==> src/hw/rtl/lms_pkg.sv <==
// Shared types, field widths, phase codes and helpers for the LIN master
// schedule sequencer. No dependencies; imported by every module of the block.
`default_nettype none

package lms_pkg;

  localparam int MAX_SLOTS      = 4;
  localparam int MAX_DATA_BYTES = 8;

  localparam int SLOT_W   = $clog2(MAX_SLOTS);
  localparam int DATA_W   = 64;
  localparam int ENTRY_W  = 16;
  localparam int STATUS_W = 2;
  localparam int PHASE_W  = 3;
  localparam int LEN_W    = 4;
  localparam int SCNT_W   = 3;
  localparam int WAIT_W   = 16;
  localparam int CIDX_W   = 3;

  // Stream payload widths, padded to whole bytes
  localparam int IN_FIELDS_W  = STATUS_W + DATA_W;
  localparam int IN_TDATA_W   = ((IN_FIELDS_W + 7) / 8) * 8;
  localparam int OUT_FIELDS_W = 1 + 8 + 1 + 1 + LEN_W + DATA_W + PHASE_W + SLOT_W
                                + 1 + DATA_W;
  localparam int OUT_TDATA_W  = ((OUT_FIELDS_W + 7) / 8) * 8;

  // Phase codes
  localparam logic [PHASE_W-1:0] PH_SEND       = 3'd0;
  localparam logic [PHASE_W-1:0] PH_TX_WAIT    = 3'd1;
  localparam logic [PHASE_W-1:0] PH_RX_WAIT    = 3'd2;
  localparam logic [PHASE_W-1:0] PH_TX_OK      = 3'd3;
  localparam logic [PHASE_W-1:0] PH_RX_OK      = 3'd4;
  localparam logic [PHASE_W-1:0] PH_TX_TIMEOUT = 3'd5;
  localparam logic [PHASE_W-1:0] PH_RX_TIMEOUT = 3'd6;

  // Driver status codes
  localparam logic [STATUS_W-1:0] ST_TX_OK = 2'd1;
  localparam logic [STATUS_W-1:0] ST_RX_OK = 2'd2;

  // Configuration register indexes
  localparam logic [CIDX_W-1:0] REG_SCHEDULE_TABLE = 3'd0;
  localparam logic [CIDX_W-1:0] REG_SLOT_COUNT     = 3'd1;
  localparam logic [CIDX_W-1:0] REG_TX_PAYLOAD     = 3'd2;
  localparam logic [CIDX_W-1:0] REG_TX_WAIT_LIMIT  = 3'd3;
  localparam logic [CIDX_W-1:0] REG_RX_WAIT_LIMIT  = 3'd4;

  // Configuration reset values
  localparam logic [DATA_W-1:0] RST_SCHEDULE_TABLE = 64'd0;
  localparam logic [SCNT_W-1:0] RST_SLOT_COUNT     = 3'd2;
  localparam logic [DATA_W-1:0] RST_TX_PAYLOAD     = 64'h0706_0504_0302_0100;
  localparam logic [WAIT_W-1:0] RST_WAIT_LIMIT     = 16'd10;

  localparam logic [WAIT_W-1:0] WAIT_MAX = {WAIT_W{1'b1}};

  typedef struct packed {
    logic [DATA_W-1:0] schedule_table;
    logic [SCNT_W-1:0] slot_count;
    logic [DATA_W-1:0] tx_payload;
    logic [WAIT_W-1:0] tx_wait_limit;
    logic [WAIT_W-1:0] rx_wait_limit;
  } cfg_t;

  typedef struct packed {
    logic [DATA_W-1:0]  received_data;
    logic               received_valid;
    logic [SLOT_W-1:0]  slot;
    logic [PHASE_W-1:0] phase;
    logic [DATA_W-1:0]  send_data;
    logic [LEN_W-1:0]   send_length;
    logic               send_receive;
    logic               send_enhanced;
    logic [7:0]         send_pid;
    logic               send_valid;
  } result_t;

  // Keep the first len bytes of v, zero the rest
  function automatic logic [DATA_W-1:0] first_bytes(input logic [DATA_W-1:0] v,
                                                    input logic [LEN_W-1:0] len);
    logic [DATA_W-1:0] r;
    r = '0;
    for (int b = 0; b < DATA_W / 8; b++) begin
      if (LEN_W'(b) < len) r[b*8 +: 8] = v[b*8 +: 8];
    end
    return r;
  endfunction

endpackage

`default_nettype wire

==> src/hw/rtl/lms_cfg_regs.sv <==
// Configuration register file for the LIN master schedule sequencer.
// Depends on lms_pkg for the register indexes, reset values and cfg_t.
`default_nettype none

module lms_cfg_regs (
  input  wire                         clk,
  input  wire                         rst,
  input  wire                         cfg_valid,
  output logic                        cfg_ready,
  input  wire  [lms_pkg::CIDX_W-1:0]  cfg_index,
  input  wire  [lms_pkg::DATA_W-1:0]  cfg_data,
  output lms_pkg::cfg_t               cfg
);
  import lms_pkg::*;

  logic wr;

  assign cfg_ready = 1'b1;
  assign wr        = cfg_valid & cfg_ready;

  // Write the addressed register on a transaction; ignore unknown indexes
  always_ff @(posedge clk) begin
    if (rst) begin
      cfg.schedule_table <= RST_SCHEDULE_TABLE;
      cfg.slot_count     <= RST_SLOT_COUNT;
      cfg.tx_payload     <= RST_TX_PAYLOAD;
      cfg.tx_wait_limit  <= RST_WAIT_LIMIT;
      cfg.rx_wait_limit  <= RST_WAIT_LIMIT;
    end else if (wr) begin
      case (cfg_index)
        REG_SCHEDULE_TABLE: cfg.schedule_table <= cfg_data;
        REG_SLOT_COUNT:     cfg.slot_count     <= cfg_data[SCNT_W-1:0];
        REG_TX_PAYLOAD:     cfg.tx_payload     <= cfg_data;
        REG_TX_WAIT_LIMIT:  cfg.tx_wait_limit  <= cfg_data[WAIT_W-1:0];
        REG_RX_WAIT_LIMIT:  cfg.rx_wait_limit  <= cfg_data[WAIT_W-1:0];
        default: ;
      endcase
    end
  end

endmodule

`default_nettype wire

==> src/hw/rtl/lms_step.sv <==
// Sequencer state (phase, slot, wait counters) and the one-tick step logic.
// Depends on lms_pkg for phase codes, status codes, cfg_t and result_t.
`default_nettype none

module lms_step (
  input  wire                          clk,
  input  wire                          rst,
  input  wire                          advance,
  input  wire  [lms_pkg::STATUS_W-1:0] status,
  input  wire  [lms_pkg::DATA_W-1:0]   ddata,
  input  lms_pkg::cfg_t                cfg,
  output lms_pkg::result_t             res
);
  import lms_pkg::*;

  logic [PHASE_W-1:0] phase_reg, phase_reg_next;
  logic [SLOT_W-1:0]  slot_index, slot_index_next;
  logic [WAIT_W-1:0]  tx_wait_count, tx_wait_count_next;
  logic [WAIT_W-1:0]  rx_wait_count, rx_wait_count_next;

  logic [ENTRY_W-1:0] entry;
  logic [LEN_W-1:0]   len;
  logic [SCNT_W-1:0]  slot_limit;
  logic [SCNT_W-1:0]  slot_inc;

  // Current slot entry, length clamped to the frame maximum
  assign entry = cfg.schedule_table[{slot_index, 4'd0} +: ENTRY_W];
  assign len   = (entry[13:10] > LEN_W'(MAX_DATA_BYTES)) ? LEN_W'(MAX_DATA_BYTES)
                                                         : entry[13:10];

  // Slot count above the table size acts as the table size
  assign slot_limit = (cfg.slot_count > SCNT_W'(MAX_SLOTS)) ? SCNT_W'(MAX_SLOTS)
                                                            : cfg.slot_count;
  assign slot_inc   = {1'b0, slot_index} + SCNT_W'(1);

  always_comb begin
    phase_reg_next     = phase_reg;
    slot_index_next    = slot_index;
    tx_wait_count_next = tx_wait_count;
    rx_wait_count_next = rx_wait_count;
    res                = '0;
    case (phase_reg)
      PH_SEND: begin
        tx_wait_count_next = '0;
        rx_wait_count_next = '0;
        res.send_valid     = 1'b1;
        res.send_pid       = entry[7:0];
        res.send_enhanced  = entry[8];
        res.send_receive   = entry[9];
        res.send_length    = len;
        if (!entry[9]) begin
          res.send_data  = first_bytes(cfg.tx_payload, len);
          phase_reg_next = PH_TX_WAIT;
        end else begin
          phase_reg_next = PH_RX_WAIT;
        end
      end
      PH_TX_WAIT: begin
        if (status == ST_TX_OK) phase_reg_next = PH_TX_OK;
        else if (tx_wait_count != WAIT_MAX) tx_wait_count_next = tx_wait_count + WAIT_W'(1);
        // Timeout wins over success
        if (tx_wait_count_next >= cfg.tx_wait_limit) phase_reg_next = PH_TX_TIMEOUT;
      end
      PH_RX_WAIT: begin
        if (status == ST_RX_OK) begin
          res.received_valid = 1'b1;
          res.received_data  = first_bytes(ddata, len);
          phase_reg_next     = PH_RX_OK;
        end else if (rx_wait_count != WAIT_MAX) begin
          rx_wait_count_next = rx_wait_count + WAIT_W'(1);
        end
        if (rx_wait_count_next >= cfg.rx_wait_limit) phase_reg_next = PH_RX_TIMEOUT;
      end
      PH_TX_OK, PH_RX_OK, PH_TX_TIMEOUT, PH_RX_TIMEOUT: begin
        phase_reg_next  = PH_SEND;
        slot_index_next = (slot_inc >= slot_limit) ? '0 : slot_inc[SLOT_W-1:0];
      end
      default: phase_reg_next = PH_SEND;
    endcase
    res.phase = phase_reg_next;
    res.slot  = slot_index_next;
  end

  // Commit the step when the tick moves on to the result register
  always_ff @(posedge clk) begin
    if (rst) begin
      phase_reg     <= PH_SEND;
      slot_index    <= '0;
      tx_wait_count <= '0;
      rx_wait_count <= '0;
    end else if (advance) begin
      phase_reg     <= phase_reg_next;
      slot_index    <= slot_index_next;
      tx_wait_count <= tx_wait_count_next;
      rx_wait_count <= rx_wait_count_next;
    end
  end

endmodule

`default_nettype wire

==> src/hw/rtl/lin_master_schedule_sequencer.sv <==
// LIN master schedule sequencer: usage notes
// Slave channel s_*: one transaction per scheduler tick carrying the driver
// status and received bytes. Master channel m_*: one result transaction per
// tick with the frame request, new phase, slot and received bytes.
// Config channel cfg_*: register index and 64-bit data, always ready; write
// only while no tick is in flight.
// Pipeline: a tick passes the input register, then the result register.
// Throughput: one tick per cycle unless m_tready stalls the result; the
// phase/slot/counter update between the two registers is combinational.
// Reset: phase returns to send, slot and wait counters clear, registers take
// their reset values, both stages empty.
// Stall: when m_tready is low the result holds; the input register still
// takes one more tick, after which s_tready drops until the result drains.
// Depends on lms_pkg, lms_cfg_regs and lms_step.
`default_nettype none

module lin_master_schedule_sequencer (
  input  wire                              clk,
  input  wire                              rst,
  input  wire                              s_tvalid,
  output logic                             s_tready,
  // driver_status[1:0], driver_data[65:2], zero pad above
  input  wire  [lms_pkg::IN_TDATA_W-1:0]   s_tdata,
  output logic                             m_tvalid,
  input  wire                              m_tready,
  // send_valid[0], send_pid[8:1], send_enhanced[9], send_receive[10],
  // send_length[14:11], send_data[78:15], phase[81:79], slot[83:82],
  // received_valid[84], received_data[148:85], zero pad above
  output logic [lms_pkg::OUT_TDATA_W-1:0]  m_tdata,
  input  wire                              cfg_valid,
  output logic                             cfg_ready,
  input  wire  [lms_pkg::CIDX_W-1:0]       cfg_index,
  input  wire  [lms_pkg::DATA_W-1:0]       cfg_data
);
  import lms_pkg::*;

  cfg_t    cfg;
  result_t step_res;
  result_t out_res;

  logic                in_valid;
  logic [STATUS_W-1:0] in_status;
  logic [DATA_W-1:0]   in_data;
  logic                out_load;
  logic                advance;

  lms_cfg_regs u_cfg (
    .clk       (clk),
    .rst       (rst),
    .cfg_valid (cfg_valid),
    .cfg_ready (cfg_ready),
    .cfg_index (cfg_index),
    .cfg_data  (cfg_data),
    .cfg       (cfg)
  );

  // Result register takes a new tick when empty or being drained
  assign out_load = !m_tvalid || m_tready;
  assign advance  = in_valid && out_load;
  assign s_tready = !in_valid || out_load;

  // Input register
  always_ff @(posedge clk) begin
    if (rst) begin
      in_valid <= 1'b0;
    end else if (s_tready) begin
      in_valid <= s_tvalid;
    end
  end

  always_ff @(posedge clk) begin
    if (s_tvalid && s_tready) begin
      in_status <= s_tdata[STATUS_W-1:0];
      in_data   <= s_tdata[STATUS_W +: DATA_W];
    end
  end

  lms_step u_step (
    .clk     (clk),
    .rst     (rst),
    .advance (advance),
    .status  (in_status),
    .ddata   (in_data),
    .cfg     (cfg),
    .res     (step_res)
  );

  // Result register
  always_ff @(posedge clk) begin
    if (rst) begin
      m_tvalid <= 1'b0;
    end else if (out_load) begin
      m_tvalid <= in_valid;
    end
  end

  always_ff @(posedge clk) begin
    if (advance) out_res <= step_res;
  end

  assign m_tdata = {{(OUT_TDATA_W - OUT_FIELDS_W){1'b0}}, out_res};

  // A frame request always moves into a wait phase
  a_send_to_wait: assert property (@(posedge clk) disable iff (rst)
    m_tvalid && out_res.send_valid |->
      (out_res.phase == PH_TX_WAIT || out_res.phase == PH_RX_WAIT))
    else $error("frame request without entering a wait phase");

  // Received bytes only come with receive success or receive timeout
  a_rx_phase: assert property (@(posedge clk) disable iff (rst)
    m_tvalid && out_res.received_valid |->
      (out_res.phase == PH_RX_OK || out_res.phase == PH_RX_TIMEOUT))
    else $error("received data outside a receive phase");

  // A request and a reception never share one tick
  a_excl: assert property (@(posedge clk) disable iff (rst)
    m_tvalid |-> !(out_res.send_valid && out_res.received_valid))
    else $error("send and receive reported in the same tick");

  // Transmit payload is zero for a receive frame
  a_rx_no_data: assert property (@(posedge clk) disable iff (rst)
    m_tvalid && out_res.send_receive |-> out_res.send_data == '0)
    else $error("transmit payload on a receive frame");

  // Both stages empty right after reset
  a_reset_empty: assert property (@(posedge clk)
    rst |=> !m_tvalid && !in_valid)
    else $error("pipeline not empty after reset");

endmodule

`default_nettype wire
==> config.mk <==
export PLATFORM = sky130hd
export DESIGN_NAME = lin_master_schedule_sequencer
export DESIGN_NICKNAME = d
export VERILOG_FILES = /design/src/hw/rtl/lms_pkg.sv /design/src/hw/rtl/lms_cfg_regs.sv /design/src/hw/rtl/lms_step.sv /design/src/hw/rtl/lin_master_schedule_sequencer.sv
export SDC_FILE = /design/constraint.sdc
export NUM_CORES = 1
export LEC_CHECK = 0
export ABC_AREA = 1
export BUFFER_PORTS_ARGS = -buffer_cell sky130_fd_sc_hd__buf_2
export CAP_MARGIN = 20
export CORE_UTILIZATION = 45
export CTS_CLUSTER_SIZE = 14
export DETAILED_ROUTE_END_ITERATION = 8
export PLACE_DENSITY = 0.66
export SYNTH_ARGS = -nofsm -noshare
export SYNTH_HDL_FRONTEND = slang
export SYNTH_HIERARCHICAL = 1
export SYNTH_SLANG_ARGS = --single-unit
==> constraint.sdc <==
create_clock -name clk -period 18 [get_ports clk]
set_clock_uncertainty 0.2 [all_clocks]
set_input_delay 2.7 -clock clk [delete_from_list [all_inputs] [get_ports clk]]
set_output_delay 2.7 -clock clk [all_outputs]
set_load 0.01 [all_outputs]
==> impl_metrics.ini <==
[timing]
hold_slack_ns = 0.268
finalSetupTns_ns = 0
setup_viol = 0
hold_viol = 0
fmax_ghz = 0.164
drv_slew = 0
relSlewSlack_pct = 34.3
tightest_slew_ns = 0.985
post-route-period-util_pct = 33.9
min_period_ns = 6.10
rsz0062_at_grt = no

[worst_setup_path]
max_stage_delay_ns = 0.16
worst_setup_path_start_kind = input port
crit_family = buffers and inverters
crit_path_end_kind = output port
critPathArrivalTime_ns = 3.20
worstPathMaxFanout = 3
crit_required_ns = 15.10
crit_chain = buf_2 > inv_1 > nand3_2 > buf_2
critPathKind = in -> out
cp_common_cell = buf_2
worst_path_max_delay_cell = buf_2
critical_path_buf_inv_count = 3

[grt]
grt_usage_pct = 23.3
grt_start_max_net_pins = 92
antenna_found_initial = 9
grt_pass1_vias = 13794
grt_pass1_wl_mm = 75.3
grt-ovfl-total = 0

[route]
totalWireLength_mm = 48.8
routed-via-count = 14742
post-route-drc-count = 0
vias_per_cell = 5.02
postRouteAntennaNets = 0
drtIter0Drc = 1145
wl_per_cell_um = 16.6
first_pass_iters = 6

[cells_and_area]
fill_cells = 3676
fin_util_pct = 54.0
final_common_cell = nor2_1
nNetsFinal = 2549
largest_reg_flops = 155
multi_input_area_um2 = 6580
drive_gt1_share_pct = 18.7
mostFrequentLayoutCells = nor2_1, nand2_1, buf_2
seqCellArea_um2 = 10300
top_register = u_cfg/cfg
fin_area_um2 = 21500
area_growth_pct = 18.0

[floorplanning]
dieArea_um2 = 41300
rows = 73
fp.dieW_um = 203
die_h_um = 203
io-pin-count = 299
initial_core_util_pct = 45.8
core_area_um2 = 39800

[outcome]
outcome = finished clean

[logic_synthesis]
syn_area_um2 = 18200
synthCells = 2125
yosysWarningCount = 6
avgSynthCellArea_um2 = 8.58

[min_path]
hp-class = reg -> reg

[clock_network]
htree_levels = 2
root_buffer = clkbuf_16
cts_buffers = 46
cts_tree = done
cts_num_sinks = 409
holdBufCountCts = 0
path_clk_slew_ns = 0.06
post_cts_resized = 0
ctsLongestPathBuffers = 3
clkLatencyLatePin_ns = 0.58
postCtsSetupRepairBufs = 0

[place]
gp_congestion = 0.855
place_hpwl_mm = 33.3
place_area_um2 = 19900
io_buffers = 288

[power_and_ir_drop]
peakVddDrop_mv = 0.0776
p_total_mw = 2.18
powerDensity_nw_per_um2 = 101
leakagePower_nw = 9.31

[flow_run]
maxCapViolations = 0
==> through the flow <==
step | worst slack, ns | cells
3_5_place_dp | 11.90 | 2841
6_report | 11.90 | 2937
5_1_grt | 11.87 | 2936
4_1_cts | 11.90 | 2927
2_1_floorplan | 5.07 | 2127
3_3_place_gp | 11.93 | 2841
==> worst paths after layout <==
check                 from             to  slack [ns]  cells after the start
min reg2reg  u_cfg/cfg[72]  u_cfg/cfg[72]        0.27                      2
max reg2reg   in_status[1]    m_tdata[80]       14.56                     14
max               m_tready       s_tready       11.90                      4
min          u_cfg/cfg[72]  u_cfg/cfg[72]        0.27                      2
==> report_power, final <==
part           leakage (nW)  internal (mW)  switching (mW)
sequential             3.72           1.02          0.0143
combinational          4.84         0.0622           0.153
clock                 0.755          0.549           0.384
==> layout make-up <==
type | count | area share [%]
clock inverters | 22 | 0.965
inverters | 210 | 3.67
repair buffers | 306 | 7.42
clock buffers | 64 | 6.18
flip-flops and latches | 409 | 48.0
well taps | 525 | 3.05
diodes | 7 | 0.0814
multi-input cells | 1394 | 30.6
==> per-layer routing <==
metal	up-vias	track usage, %	wire, um
met2	503	36.9	22300
met1	6858	32.1	21500
met5	-	0	0
met4	0	7.79	1270
met3	74	4.33	3620
li1	7307	-	-
==> worst reg2reg max path: stages (launching register included) <==
cell and delay (ns):
edfxtp_1 0.36, inv_1 0.07, nor2_1 0.04, buf_4 0.18
inv_1 0.58, nand3_1 0.24, or2_2 0.32, nand3_1 0.11
ha_1 0.23, nand2_1 0.11, o21ai_0 0.11, a21oi_1 0.26
nand3_1 0.11, nand2_1 0.10, nand2_1 0.12
(Power assumes the default switching activity.)
